[config.mk]
export PLATFORM = sky130hd
export DESIGN_NAME = sqi_ctrl
export DESIGN_NICKNAME = d
export VERILOG_FILES = /design/src/rtl/sqi_pkg.sv /design/src/rtl/sqi_ctrl.sv
export SDC_FILE = /design/constraint.sdc
export NUM_CORES = 1
export LEC_CHECK = 0
export ABC_AREA = 1
export BUFFER_PORTS_ARGS = -buffer_cell sky130_fd_sc_hd__buf_2
export CAP_MARGIN = 5
export CORE_ASPECT_RATIO = 0.6
export CORE_UTILIZATION = 30
export CTS_CLUSTER_SIZE = 40
export DETAILED_ROUTE_END_ITERATION = 8
export HOLD_SLACK_MARGIN = 0.08
export PLACE_DENSITY = 0.57
export SLEW_MARGIN = 20
export SYNTH_ARGS = -nofsm -noshare
export SYNTH_HDL_FRONTEND = slang
export SYNTH_SLANG_ARGS = --single-unit
[constraint.sdc]
create_clock -name clk -period 4.5 [get_ports clk]
set_clock_uncertainty 0.2 [all_clocks]
set_input_delay 0.9 -clock clk [delete_from_list [all_inputs] [get_ports clk]]
set_output_delay 0.9 -clock clk [all_outputs]
set_load 0.02 [all_outputs]
[src/rtl/sqi_pkg.sv]
// Package for the sine quadrature integrator: widths, fixed-point constants,
// the CORDIC arctangent table, state and code types, and the control structs.
// Depends on nothing; every other file of the block imports it.
package sqi_pkg;

    // Payload widths.
    localparam int BOUND_W = 32;
    localparam int PART_W  = 16;
    localparam int RES_W   = 34;
    localparam int METH_W  = 2;

    // Bounds are Q.28, abscissas and angles are Q.40 in a 48-bit word.
    localparam int BOUND_FRAC = 28;
    localparam int ANG_FRAC   = 40;
    localparam int ANG_W      = 48;
    localparam int ANG_PAD    = ANG_FRAC - BOUND_FRAC;
    localparam int ANG_EXT    = ANG_W - BOUND_W - ANG_PAD;

    localparam int MAX_PARTITIONS = 65535;
    localparam int CORDIC_STEPS   = 30;
    localparam int STEP_W         = $clog2(CORDIC_STEPS);

    // Sine in Q.32, up to one in magnitude, so it needs 34 signed bits.
    localparam int SIN_W  = 34;
    localparam int SIN_SH = ANG_FRAC - 32;
    // Weighted sum of up to six sines per subinterval over 65535 subintervals.
    localparam int ACC_W  = 53;

    // Magnitude product |S| * |h| in four partial products.
    localparam int SMAG_W = 52;
    localparam int HMAG_W = 45;
    localparam int PA_W   = 26;
    localparam int PB_W   = 23;
    localparam int PROD_W = PA_W + PB_W;
    localparam int MUL_W  = 97;
    localparam int MAG_LSB = 36;
    localparam int MAG_W  = MUL_W - MAG_LSB;

    // Restoring divider for the step h = (b - a) / n.
    localparam int DIV_W     = 60;
    localparam int DIV_CNT_W = $clog2(DIV_W + 1);

    // Division by three of the rounded magnitude, 18 bits a cycle by a
    // reciprocal multiply: floor(v / 3) = (v * 699051) >> 21 for v < 2^21.
    localparam int D3_CHUNK = 18;
    localparam int D3_STEPS = 3;
    localparam int D3_W     = D3_CHUNK * D3_STEPS;
    localparam int D3_V_W   = D3_CHUNK + 2;
    localparam int D3_SH    = 21;
    localparam int D3_P_W   = D3_V_W + D3_SH;
    localparam int D3_MUL   = 699051;

    localparam logic signed [ANG_W-1:0] PI_Q40      = 48'sh0000_3243F6A8886;
    localparam logic signed [ANG_W-1:0] HALF_PI_Q40 = 48'sh0000_1921FB54443;
    localparam logic signed [ANG_W-1:0] TWO_PI_Q40  = 48'sh0000_6487ED5110B;
    localparam logic signed [ANG_W-1:0] GAIN_Q40    = 48'sd667681663043;

    // atan(2^-i) in Q.40.
    localparam logic signed [ANG_W-1:0] ATAN_TAB [0:CORDIC_STEPS-1] = '{
        48'sh00C90FDAA222,
        48'sd509785937287,
        48'sd269356888665,
        48'sd136729762476,
        48'sd68630207382,
        48'sd34348560106,
        48'sd17178471287,
        48'sd8589759836,
        48'sd4294945451,
        48'sd2147480917,
        48'sd1073741483,
        48'sd536870869,
        48'sd268435451,
        48'sd134217727,
        48'sd67108864,
        48'sd33554432,
        48'sd16777216,
        48'sd8388608,
        48'sd4194304,
        48'sd2097152,
        48'sd1048576,
        48'sd524288,
        48'sd262144,
        48'sd131072,
        48'sd65536,
        48'sd32768,
        48'sd16384,
        48'sd8192,
        48'sd4096,
        48'sd2048
    };

    // Method register codes.
    localparam logic [METH_W-1:0] METH_RECT = 2'd0;
    localparam logic [METH_W-1:0] METH_TRAP = 2'd1;
    localparam logic [METH_W-1:0] METH_SIMP = 2'd2;

    typedef enum logic [3:0] {
        ST_IDLE,
        ST_CHECK,
        ST_DIV_H,
        ST_SIN_GO,
        ST_SIN_WAIT,
        ST_MUL,
        ST_RND,
        ST_RND_WAIT,
        ST_DONE
    } ctrl_state_t;

    typedef enum logic [1:0] {
        CS_IDLE,
        CS_REDUCE,
        CS_ROTATE
    } cordic_state_t;

    // Which abscissa the next sine is taken at.
    typedef enum logic [2:0] {
        PH_A,
        PH_B,
        PH_X,
        PH_MID,
        PH_END
    } phase_t;

    typedef struct packed {
        logic       load;
        logic       set_zero;
        logic       set_bad;
        logic       div_start;
        logic       rnd_start;
        logic       h_take;
        logic       sin_start;
        phase_t     angle_sel;
        logic       sin_add;
        logic [1:0] weight;
        logic       x_step;
        logic       mul_prep;
        logic       mul_en;
        logic [1:0] mul_idx;
        logic       mul_acc;
        logic       res_take;
        logic       out_load;
    } sqi_cmd_t;

    typedef struct packed {
        logic              n_zero;
        logic              k_last;
        logic              div_done;
        logic              sin_done;
        logic              rnd_done;
        logic [METH_W-1:0] method;
    } sqi_status_t;

endpackage

[src/rtl/sqi_ctrl.sv]
// Controller of the integrator: sequences the step division, the sine calls
// of each rule, the final product, rounding and the result word.
// Depends on sqi_pkg for the state, phase and command types.
module sqi_ctrl
    import sqi_pkg::*;
(
    input  logic        clk,
    input  logic        rst_n,
    input  logic        in_valid,
    output logic        in_ready,
    output logic        out_valid,
    input  logic        out_ready,
    input  sqi_status_t st,
    output sqi_cmd_t    cmd
);

    ctrl_state_t state_reg, state_next;
    phase_t      phase_reg, phase_next;
    logic [2:0]  cnt_reg, cnt_next;
    logic        out_valid_reg, out_valid_next;
    logic        out_free;

    always_comb
    begin
        state_next = state_reg;
        phase_next = phase_reg;
        cnt_next   = cnt_reg;
        cmd        = '0;
        cmd.angle_sel = phase_reg;
        in_ready   = 1'b0;
        out_free   = !out_valid_reg || out_ready;

        case (state_reg)
            ST_IDLE:
            begin
                in_ready = 1'b1;
                if (in_valid)
                begin
                    cmd.load   = 1'b1;
                    state_next = ST_CHECK;
                end
            end
            ST_CHECK:
            begin
                if (st.n_zero)
                begin
                    cmd.set_zero = 1'b1;
                    cmd.set_bad  = 1'b1;
                    state_next   = ST_DONE;
                end
                else if (!(st.method inside {METH_RECT, METH_TRAP, METH_SIMP}))
                begin
                    cmd.set_zero = 1'b1;
                    state_next   = ST_DONE;
                end
                else
                begin
                    cmd.div_start = 1'b1;
                    state_next    = ST_DIV_H;
                end
            end
            ST_DIV_H:
            begin
                if (st.div_done)
                begin
                    cmd.h_take = 1'b1;
                    phase_next = (st.method == METH_TRAP) ? PH_A : PH_X;
                    state_next = ST_SIN_GO;
                end
            end
            ST_SIN_GO:
            begin
                cmd.sin_start = 1'b1;
                state_next    = ST_SIN_WAIT;
            end
            ST_SIN_WAIT:
            begin
                if (st.sin_done)
                begin
                    cmd.sin_add = 1'b1;
                    if (phase_reg == PH_MID)
                        cmd.weight = 2'd2;
                    else if (phase_reg == PH_X && st.method == METH_TRAP)
                        cmd.weight = 2'd1;
                    else
                        cmd.weight = 2'd0;

                    if (phase_reg == PH_A)
                    begin
                        phase_next = PH_B;
                        state_next = ST_SIN_GO;
                    end
                    else if (phase_reg == PH_X && st.method == METH_SIMP)
                    begin
                        phase_next = PH_MID;
                        state_next = ST_SIN_GO;
                    end
                    else if (phase_reg == PH_MID)
                    begin
                        phase_next = PH_END;
                        state_next = ST_SIN_GO;
                    end
                    else
                    begin
                        // End of one subinterval, or of the two end points for the trapezoid: advance the abscissa.
                        cmd.x_step = 1'b1;
                        phase_next = PH_X;
                        if (st.k_last)
                        begin
                            cnt_next   = '0;
                            state_next = ST_MUL;
                        end
                        else
                            state_next = ST_SIN_GO;
                    end
                end
            end
            ST_MUL:
            begin
                // Capture magnitudes, then four partial products, each
                // added in the cycle after it is formed.
                cmd.mul_prep = (cnt_reg == 3'd0);
                cmd.mul_en   = (cnt_reg >= 3'd1) && (cnt_reg <= 3'd4);
                cmd.mul_idx  = 2'(cnt_reg - 3'd1);
                cmd.mul_acc  = (cnt_reg >= 3'd2);
                cnt_next     = cnt_reg + 3'd1;
                if (cnt_reg == 3'd5)
                    state_next = ST_RND;
            end
            ST_RND:
            begin
                cmd.rnd_start = 1'b1;
                state_next    = ST_RND_WAIT;
            end
            ST_RND_WAIT:
            begin
                if (st.rnd_done)
                begin
                    cmd.res_take = 1'b1;
                    state_next   = ST_DONE;
                end
            end
            ST_DONE:
            begin
                if (out_free)
                begin
                    cmd.out_load = 1'b1;
                    state_next   = ST_IDLE;
                end
            end
            default:
            begin
                state_next = ST_IDLE;
            end
        endcase

        out_valid_next = cmd.out_load || (out_valid_reg && !out_ready);
    end

    always_ff @(posedge clk or negedge rst_n)
    begin
        if (!rst_n)
        begin
            state_reg     <= ST_IDLE;
            phase_reg     <= PH_X;
            cnt_reg       <= '0;
            out_valid_reg <= 1'b0;
        end
        else
        begin
            state_reg     <= state_next;
            phase_reg     <= phase_next;
            cnt_reg       <= cnt_next;
            out_valid_reg <= out_valid_next;
        end
    end

    assign out_valid = out_valid_reg;

endmodule

==> key figures, run 1 <==
Clock network
  – Clock Path Buffers: 2
  – Gates resized, CTS repair: 0
  – H-tree Lvls: 1
  – Clk root buf: clkbuf_8
  – Setup repair bufs after CTS: 0
  – Clk sinks: 11
  – TritonCTS clock tree: built
  – Clk slew on worst S/H paths: 0.05 ns
  – Worst-Skew Late Latency: ~0.23 ns
  – Post-CTS Hold Buffers: 0
  – TritonCTS Buffers: 3

STA
  – Final hold slack: 0.3168 ns
  – Crit share post-route: 0.6042
  – RSZ-0062 raised after global routing: false
  – Fin crit period: 2.719 ns
  – Fin. max-slew vios: 0
  – Headroom to the max-slew limit: 0.8061
  – Hold Vio Cnt, Final: 0
  – Setup TNS: 0 ns
  – Max Clk Rate: 367.8 MHz
  – Worst Max-Slew Pin Slew: a little under 0.3 ns
  – Setup violations, final: 0

GRT
  – Number of global-route vias before repair: 902
  – Largest net degree at the start of global routing: 12
  – Total gr overflow: 0
  – GRT Util Overall: 0.1585
  – Global-route wire length before repair: around 4000 microns
  – Initial antenna violation count: 0

Yosys
  – Synth Area in Adders: 0.03989
  – Netlist cell types: 23
  – Synth Area in Simple Gates: 0.4668
  – Number of flops mapped to enable cells by yosys: 0
  – Main combinational cell family by area after synthesis: simple AND/OR/NAND/NOR gates
  – Ys async rst share: 1.000
  – Post-Synthesis Cells: approximately 150
  – Syn Area/Cell: 6.190 sq um
  – Count leader, synth: nand2_1
  – Synth top area share: 0.2660
  – Complex-gate fraction of the synthesized area: 0.06250
  – Post-synth top area cell: dfrtp_1
  – XOR/XNOR share of the synthesized area: 0.009309
  – Yosys reg bits: 11
  – Post-synthesis mux area share: 0
  – Post-synthesis sequential area ratio: 0.2939
  – Synth warn: 0
  – Synth top area cells: dfrtp_1 (27%), nand2_1 (18%), inv_1 (11%)
  – Dominant synthesized flop cell: dfrtp_1
  – Mapped Area: 940.9 sq um
  – Most frequent cells after synthesis: nand2_1 (46), inv_1 (27), nor2_1 (22), nand3_1 (11), dfrtp_1 (10)
  – Synth Net Count: approximately 170

Routing
  – Post-DR vias/cell: around 4.3
  – Uppermost routed layer: met4
  – Vias: roughly 990
  – DRT Wirelength: around 2300 microns
  – DRC errors left: 0
  – Drt pass-1 iters: 5
  – Routed met3 length: a little over 80 microns
  – Met2 wire length: around 820 microns
  – Drt wl/cell: between 9 and 10 microns
  – WL met1: between 1000 and 1500 microns
  – DRT iter0 DRCs: 39
  – Number of antenna-violating nets in the routed design: 0

Critical path
  – CP max stage delay: around 0.47 ns
  – Worst r2r dst: phase_reg[0]
  – Chain of cells forming the critical path: nor2_4, inv_2, nor2_4, nand2_4, nor3b_1, buf_2
  – Worst-path fanout max: 7
  – Crit Path Class: reg2out
  – FF-to-FF setup slack: roughly 2.9 ns
  – Endpoint class of the critical path: output port
  – Worst Reg2Reg Path Length in Cells: 8
  – Worst path required time: approximately 3.4 ns
  – Startpoint Class: register
  – WP data arrival: between 1.5 and 2 ns
  – R2R Path Start: state_reg[0]
  – Crit-path slowest cell: dfrtp_1
  – CP most frequent cell: nor2_4

Layout
  – Max reg flops: 4
  – Fin area: 1196 sq um
  – Syn-to-layout area delta: 27.13%
  – # diodes: 0
  – Non-filler instance count after layout: 230
  – Fin nets: 203
  – Fraction of layout cells with a size suffix above 1: 0.2713

Floorplanning
  – Core Area: approximately 3000 sq um
  – Total Die Area: 3372 sq um
  – FP Rows: 15
  – Die height: about 45 microns
  – Die Width: 74.30 microns
  – Initial core utilization: 0.3214
  – Io pins: 34

Outcome
  – Status: finished, final reports clean

Pwr
  – PD cells: ~580 nW/um^2
  – Design Power: 688.5 uW
  – VDD IR max: 0.2288 mV
  – Lkg Pwr: 0.7854 nW

Placement
  – DP Wirelength: 1938 microns
  – # port buffers: 33
  – Post-DP Area: ~1200 sq um
  – Final Wtd Congestion: just over 0.9
  – Dpl cells: around 230

Flow run
  – Maxcap violations: 0

Worst hold path
  – Worst Hold Class: in2async
-- how the worst max path moves through the flow --
| stage | slack (ns) | endpoint | startpoint |
|---|---|---|---|
| global route | 1.69 | cmd[7] | state_reg[0] |
| CTS | 1.78 | cmd[7] | state_reg[0] |
| detailed placement | 1.83 | cmd[7] | st[1] |
| floorplan | 1.78 | cmd[7] | st[1] |
| global placement | 1.84 | cmd[7] | st[1] |
| finish | 1.78 | cmd[7] | state_reg[0] |
-- where the power goes --
| part | switching [mW] | internal, mW | leakage (nW) |
|---|---|---|---|
| Combinational | 0.267 | 0.129 | 0.619 |
| Sequential | 0.0565 | 0.140 | 0.144 |
| Clock | 0.0339 | 0.0619 | 0.0228 |
-- layer usage --
| layer | up-vias | GRT usage |
|---|---|---|
| met5 | - | 0 |
| met4 | 0 | 0.08679 |
| met3 | 2 | 0.01106 |
| met2 | 25 | 0.2109 |
| met1 | 431 | 0.2497 |
| li1 | 534 | - |
-- critical path: cells and delay by family, from the launching register on --
kind | cells | cell delay (ns)
buffers and inverters | 2 | 0.26
DFF | 1 | 0.47
and+or+nand+nor | 4 | 0.66
-- layout by cell type, fill, tap and decap left out, drive strengths merged, types with 2 or more instances in the layout --
| cell type | netlist | final |
|---|---|---|
| ha | 3 | 3 |
| o21ai | 6 | 6 |
| nand4 | 2 | 2 |
| buf | 1 | 33 |
| inv | 30 | 30 |
| nor2 | 29 | 29 |
| dfrtp | 10 | 10 |
| nand2 | 49 | 49 |
| clkbuf | 0 | 4 |
| nand3 | 11 | 11 |
| a21oi | 3 | 3 |
| nor3 | 2 | 2 |
-- layout make-up --
class | count | area, sq um
clock buffer | 4 | 45.04
fill | 325 | 1732
inverter | 30 | 112.6
multi-input combinational | 110 | 544.3
sequential | 11 | 276.5
tap | 42 | 52.55
timing repair buffer | 33 | 165.2
-- stage by stage --
step	util	setup slack, ns
floorplan	-	1.784
global placement	0.3932	1.840
detailed placement	0.3932	1.828
CTS	0.4085	1.784
global route	0.4085	1.693
finish	0.4085	1.781
-- cells by family after synthesis --
family,after synthesis
buffers and inverters,31
xor gates and xnor gates,1
DFF,11
and+or+nand+nor,95
AOI/OAI and AO/OA,11
adders and majority gates,3
(Power assumes the default switching activity.)
==> run 2, diff against run 1 <==
--- a/config.mk
+++ b/config.mk
@@ -13,7 +13,7 @@
 export CTS_CLUSTER_SIZE = 40
 export DETAILED_ROUTE_END_ITERATION = 8
 export HOLD_SLACK_MARGIN = 0.08
-export PLACE_DENSITY = 0.57
+export PLACE_DENSITY = 0.59
 export SLEW_MARGIN = 20
 export SYNTH_ARGS = -nofsm -noshare
 export SYNTH_HDL_FRONTEND = slang
==> constraint.sdc (replaced) <==
create_clock -name clk -period 2.5 [get_ports clk]
set_clock_uncertainty 0.2 [all_clocks]
set_input_delay 0.5 -clock clk [delete_from_list [all_inputs] [get_ports clk]]
set_output_delay 0.5 -clock clk [all_outputs]
set_load 0.02 [all_outputs]
==> run 2 against run 1 <==
Effect of this change:
- count of clock-buffer cells in the layout unchanged
- flip-flop and latch count unchanged
- setup slack worse by 1.6 ns
- utilization up 0.34 points
- critical path depth unchanged
- worst hold slack better by 0.021 ns
- routed wire length up 3.9%
- non-clock buffer count up 1
- combinational power up 82%
- sequential power up 79%
- register-to-register slack worse by 2.0 ns
- critical path type unchanged
==> key figures, run 2 (same netlist as run 1, synthesis figures left out) <==
Outcome
  – Status: finished, final reports clean

Clock network
  – Setup repair bufs after CTS: 0
  – Clk slew on worst S/H paths: ~0.05 ns
  – TritonCTS Buffers: 3
  – Gates resized, CTS repair: 0
  – Clk root buf: clkbuf_8
  – Worst-Skew Late Latency: roughly 0.24 ns
  – Post-CTS Hold Buffers: 1
  – Clk sinks: 11
  – Clock Path Buffers: 2
  – TritonCTS clock tree: built
  – H-tree Lvls: 1

Placement
  – Setup WS pre-CTS: ~0.48 ns
  – Dpl cells: 226
  – # port buffers: 33
  – DP Wirelength: between 1500 and 2000 microns
  – Final Wtd Congestion: about 0.85

Floorplanning
  – FP Rows: 15
  – Total Die Area: about 3400 sq um
  – Core Area: about 2900 sq um
  – Die height: 45.38 microns
  – Io pins: 34
  – Initial core utilization: 0.3214
  – Die Width: 74.30 microns

STA
  – Worst Max-Slew Pin Slew: 0.2681 ns
  – Setup violations, final: 0
  – RSZ-0062 raised after global routing: false
  – Setup ws final: 0.2217 ns
  – Final hold slack: ~0.34 ns
  – Headroom to the max-slew limit: 0.8211
  – Fin crit period: 2.278 ns
  – Max Clk Rate: 438.9 MHz
  – Hold Vio Cnt, Final: 0
  – Fin. max-slew vios: 0
  – Crit share post-route: 0.9113
  – Setup TNS: 0 ns

Critical path
  – R2R Path Start: state_reg[0]
  – Worst path required time: about 1.8 ns
  – FF-to-FF setup slack: between 0.9 and 1 ns
  – Worst-path fanout max: 7
  – Worst r2r dst: phase_reg[0]
  – Worst Reg2Reg Path Length in Cells: 8
  – Crit Path Class: reg2out
  – WP data arrival: between 1.5 and 2 ns
  – Startpoint Class: register
  – Endpoint class of the critical path: output port

GRT
  – GRT Util Overall: 0.1597
  – Number of global-route vias before repair: slightly below 900
  – Total gr overflow: 0
  – Largest net degree at the start of global routing: 12
  – Initial antenna violation count: 0
  – Global-route wire length before repair: between 4000 and 5000 microns

Layout
  – Commonest non-fill, non-tap cell in the layout: nand2_1
  – Fin nets: around 200
  – Most frequent cells in the layout: nand2_1 (46), buf_2 (33), inv_1 (27)
  – Fraction of layout cells with a size suffix above 1: 0.2698
  – Syn-to-layout area delta: 28.19%
  – # diodes: 0
  – Max reg flops: 4
  – Non-filler instance count after layout: between 200 and 250

Pwr
  – Lkg Pwr: 0.7895 nW
  – PD cells: approximately 1000 nW/um^2
  – VDD IR max: 0.3640 mV

Routing
  – Post-DR vias/cell: around 4.3
  – Drt wl/cell: roughly 10 microns
  – Drt pass-1 iters: 4
  – Vias: between 900 and 1000
  – DRT iter0 DRCs: slightly above 50
  – DRT Wirelength: around 2400 microns
  – Number of antenna-violating nets in the routed design: 0
  – DRC errors left: 0

Worst hold path
  – Hold Path Sink: phase_reg[1]
  – Worst Hold Class: reg2reg
  – HP Start: phase_reg[1]
  – Hold Crit Depth: 2

Flow run
  – Maxcap violations: 0
[run 2: worst max-delay path, cell delays in order (launching register included)]
cell     delay (ns)
dfrtp_1        0.46
nor2_4         0.23
inv_2          0.07
nor2_4         0.14
nand2_4        0.09
nor3b_1        0.17
buf_2          0.19
[run 2: per-stage QoR]
stage	area, sq um	utilization	total power [mW]
after global placement	1151	0.3932	1.081
final	1206	0.4120	1.256
after detailed placement	1151	0.3932	1.065
after global routing	1206	0.4120	1.378
after CTS	1206	0.4120	1.260
after floorplan	940.9	-	0.8670
[run 2: worst max-delay path by stage]
stage	start	end	slack, ns	cells after the start
6_report	state_reg[0]	cmd[7]	0.22	6
5_1_grt	state_reg[0]	cmd[7]	0.10	6
4_1_cts	state_reg[0]	cmd[7]	0.21	6
3_5_place_dp	state_reg[0]	cmd[7]	0.48	6
3_3_place_gp	state_reg[0]	cmd[7]	0.50	6
2_1_floorplan	state_reg[0]	cmd[7]	0.37	5
[run 2: cell type report]
type                    instances  area [sq um]
repair buffers                 34         175.2
inverters                      30         112.6
flip-flops and latches         11         276.5
fillers                       317          1722
multi-input cells             110         544.3
well taps                      42         52.55
clock buffers                   4         45.04
[run 2: layer usage]
metal	routed length, microns	track usage	part of all wire	vias up
met3	147	0.02655	0.062	2
met2	841	0.2000	0.36	35
met1	1357	0.2659	0.57	425
met4	19	0.04528	0.0080	0
met5	0	0	0	-
li1	-	-	-	534
[run 2: power breakdown]
group	switching, mW	internal, mW
combinational	0.488	0.234
sequential	0.0988	0.251
clock	0.0716	0.112
==> run 3, diff against run 2 <==
--- a/config.mk
+++ b/config.mk
@@ -5,7 +5,7 @@
 export SDC_FILE = /design/constraint.sdc
 export NUM_CORES = 1
 export LEC_CHECK = 0
-export ABC_AREA = 1
+export ABC_AREA = 0
 export BUFFER_PORTS_ARGS = -buffer_cell sky130_fd_sc_hd__buf_2
 export CAP_MARGIN = 5
 export CORE_ASPECT_RATIO = 0.6
==> run 3 against run 2 <==
Effect of this change:
- the run now ends with DRC left
- sequential power is 3% higher
- flip-flop and latch count is the same
- routed wire length is 2.4% higher
- cell count is 15% lower
- count of clock-buffer cells in the layout did not move
- critical path depth unchanged
- clock power is essentially flat
- via count is 2.8% lower
- total power grew 20%
- highest routed layer unchanged
==> key figures, run 3 <==
Outcome
  – Status: complete, but fails checks
  – Failing checks: DRC

Yosys
  – Post-synthesis sequential area ratio: 0.3052
  – Syn Area/Cell: 7.809 sq um
  – Most frequent cells after synthesis: nor2_1 (15), nand2_1 (13), dfrtp_1 (10)
  – Number of flops mapped to enable cells by yosys: 0
  – Yosys reg bits: 11
  – Complex-gate fraction of the synthesized area: 0.1740
  – Count leader, synth: nor2_1
  – Synth Area in Simple Gates: 0.3964
  – Dominant synthesized flop cell: dfrtp_1
  – Synth warn: 0
  – XOR/XNOR share of the synthesized area: 0
  – Post-synthesis mux area share: 0.02210
  – Ys async rst share: 1.000
  – Post-Synthesis Cells: approximately 120
  – Netlist cell types: 38
  – Synth Area in Adders: 0.04144
  – Synth top area share: 0.2762
  – Mapped Area: around 900 sq um
  – Post-synth top area cell: dfrtp_1
  – Synth Net Count: 130
  – Synth top area cells: dfrtp_1 (28%), nor2_1 (6.2%), nand2_1 (5.4%)
  – Main combinational cell family by area after synthesis: simple AND/OR/NAND/NOR gates

Layout
  – Fin area: 1204 sq um
  – Commonest non-fill, non-tap cell in the layout: buf_2
  – Max reg flops: 4
  – Fill count: 310
  – Fin nets: 169
  – Fraction of layout cells with a size suffix above 1: 0.3117
  – Most frequent cells in the layout: buf_2 (33), nor2_1 (14), nand2_1 (13)
  – # diodes: 0
  – Multi-input gate area: approximately 590 sq um
  – Non-filler instance count after layout: 196
  – Syn-to-layout area delta: 32.87%
  – Register Area: ~280 sq um

Critical path
  – Crit path from: state_reg[0]
  – Setup crit end: cmd[8]
  – Worst Reg2Reg Path Length in Cells: 7
  – R2R Path Start: cnt_reg[1]
  – Chain of cells forming the critical path: nor2_1, nand3_2, nor2_2, nand2_1, nor4b_1, buf_2
  – FF-to-FF setup slack: 0.67 ns
  – WP data arrival: 1.69 ns
  – Startpoint Class: register
  – CP max stage delay: roughly 0.38 ns
  – Endpoint class of the critical path: output port
  – Worst path required time: between 1.5 and 2 ns
  – Crit Path Class: reg2out
  – Crit-path slowest cell: dfrtp_1
  – Worst-path fanout max: 4
  – Worst r2r dst: state_reg[1]

Routing
  – Post-DR vias/cell: about 5
  – WL met1: about 1300 microns
  – DRT Wirelength: around 2400 microns
  – Vias: around 970
  – Number of antenna-violating nets in the routed design: 0
  – DRT iter0 DRCs: between 50 and 60
  – Met2 wire length: 984 microns
  – Uppermost routed layer: met4
  – Drt pass-1 iters: 6
  – DRC errors left: 1
  – Routed met3 length: 149 microns
  – Drt wl/cell: 12.36 microns

STA
  – Headroom to the max-slew limit: 0.7397
  – Setup violations, final: 0
  – Worst Max-Slew Pin Slew: around 0.4 ns
  – Fin crit period: between 2 and 2.5 ns
  – Hold Vio Cnt, Final: 0
  – Max Clk Rate: between 400 and 500 MHz
  – Fin. max-slew vios: 0
  – Crit share post-route: 0.9561

Placement
  – DP Wirelength: approximately 1900 microns
  – # port buffers: 33
  – Dpl cells: approximately 190
  – Final Wtd Congestion: around 0.9
  – Post-DP Area: 1136 sq um

Pwr
  – Lkg Pwr: roughly 0.65 nW
  – PD cells: approximately 1300 nW/um^2
  – VDD IR max: 0.4881 mV

Clock network
  – Clock Path Buffers: 2
  – Worst-Skew Late Latency: about 0.24 ns
  – Clk root buf: clkbuf_8
  – TritonCTS clock tree: built
  – TritonCTS Buffers: 3
  – H-tree Lvls: 1
  – Clk slew on worst S/H paths: ~0.050 ns
  – Clk sinks: 11

Floorplanning
  – Initial core utilization: 0.3155
  – FP Rows: 15
  – Die height: approximately 45 microns
  – Die Width: 72.94 microns
  – Core Area: 2872 sq um
  – Io pins: 34
  – Total Die Area: ~3300 sq um

GRT
  – Total gr overflow: 0
  – GRT Util Overall: 0.1585
  – Largest net degree at the start of global routing: 18
  – Global-route wire length before repair: about 3900 microns
  – Number of global-route vias before repair: approximately 840
  – Initial antenna violation count: 0

Worst hold path
  – HP Start: out_valid
  – Worst Hold Class: reg2reg

Flow run
  – Maxcap violations: 0
[run 3: cell types whose count changed after synthesis, moves of 4 or more]
| cell | previous run | this run |
|---|---|---|
| buf_2 | 0 | 5 |
| inv_1 | 27 | 6 |
| nand2_1 | 46 | 13 |
| nand3_1 | 11 | 4 |
| nor2_1 | 22 | 15 |
| nor2_4 | 4 | 0 |
| nor2b_1 | 0 | 6 |
[run 3: cell families (layout without fill, tap and decap cells)]
kind of cell / after synthesis / count (layout)
multiplexers: 2 / 2
AO/OA/AOI/OAI: 22 / 22
AND/OR/NAND/NOR: 66 / 66
flip-flops: 11 / 11
buffers and inverters: 12 / 50
adder cells (fa/ha/maj): 3 / 3
[run 3: worst max-delay path: cells and delay by family, from the launching register on]
kind	cells	cell delay, ns
buf+inv	1	0.22
simple gates	5	0.84
flops	1	0.38
[run 3: layout make-up]
class,instances,share of cell area
sequential,11,0.2297
inverter,6,0.01871
tap,42,0.04366
clock buffer,4,0.03742
timing repair buffer,40,0.1830
multi-input combinational,93,0.4875
[run 3: power breakdown]
| part | switching (mW) | internal (mW) |
|---|---|---|
| logic | 0.565 | 0.400 |
| registers | 0.0948 | 0.267 |
| clock network | 0.0726 | 0.112 |
| total | 0.733 | 0.779 |
[run 3: how the worst min path moves through the flow]
stage	end	slack (ns)	cells past startpoint
5_1_grt	out_valid	0.42	3
3_3_place_gp	out_valid	0.18	1
6_report	out_valid	0.37	2
2_1_floorplan	cnt_reg[0]	0.004	0
3_5_place_dp	out_valid	0.19	1
4_1_cts	out_valid	0.37	3
[run 3: per-layer routing]
layer / GRT usage / vias to the layer above
met3: 0.05011 / 2
li1: - / 486
met4: 0.03529 / 0
met1: 0.2338 / 449
met2: 0.2224 / 31
met5: 0 / -
[run 3: what timing repair did]
action / CTS / global route
setup endpoints to repair: 0 / 1
hold endpoints to repair: 10 / 0
hold buffers: 1 / 0
buffers inserted: 0 / 0
gates resized for setup: 0 / 3
[run 3: metrics by stage]
step,hold WS [ns],utilization,power [mW],setup TNS (ns),worst slack (ns)
after floorplan,0.004409,-,1.030,0,0.03505
after global placement,0.1834,0.3956,1.296,0,0.3339
after detailed placement,0.1907,0.3956,1.302,0,0.2416
after CTS,0.3723,0.4148,1.497,0,0.005126
after global routing,0.4167,0.4192,1.644,-0.0008397,-0.0008397
final,0.3706,0.4192,1.512,0,0.1098
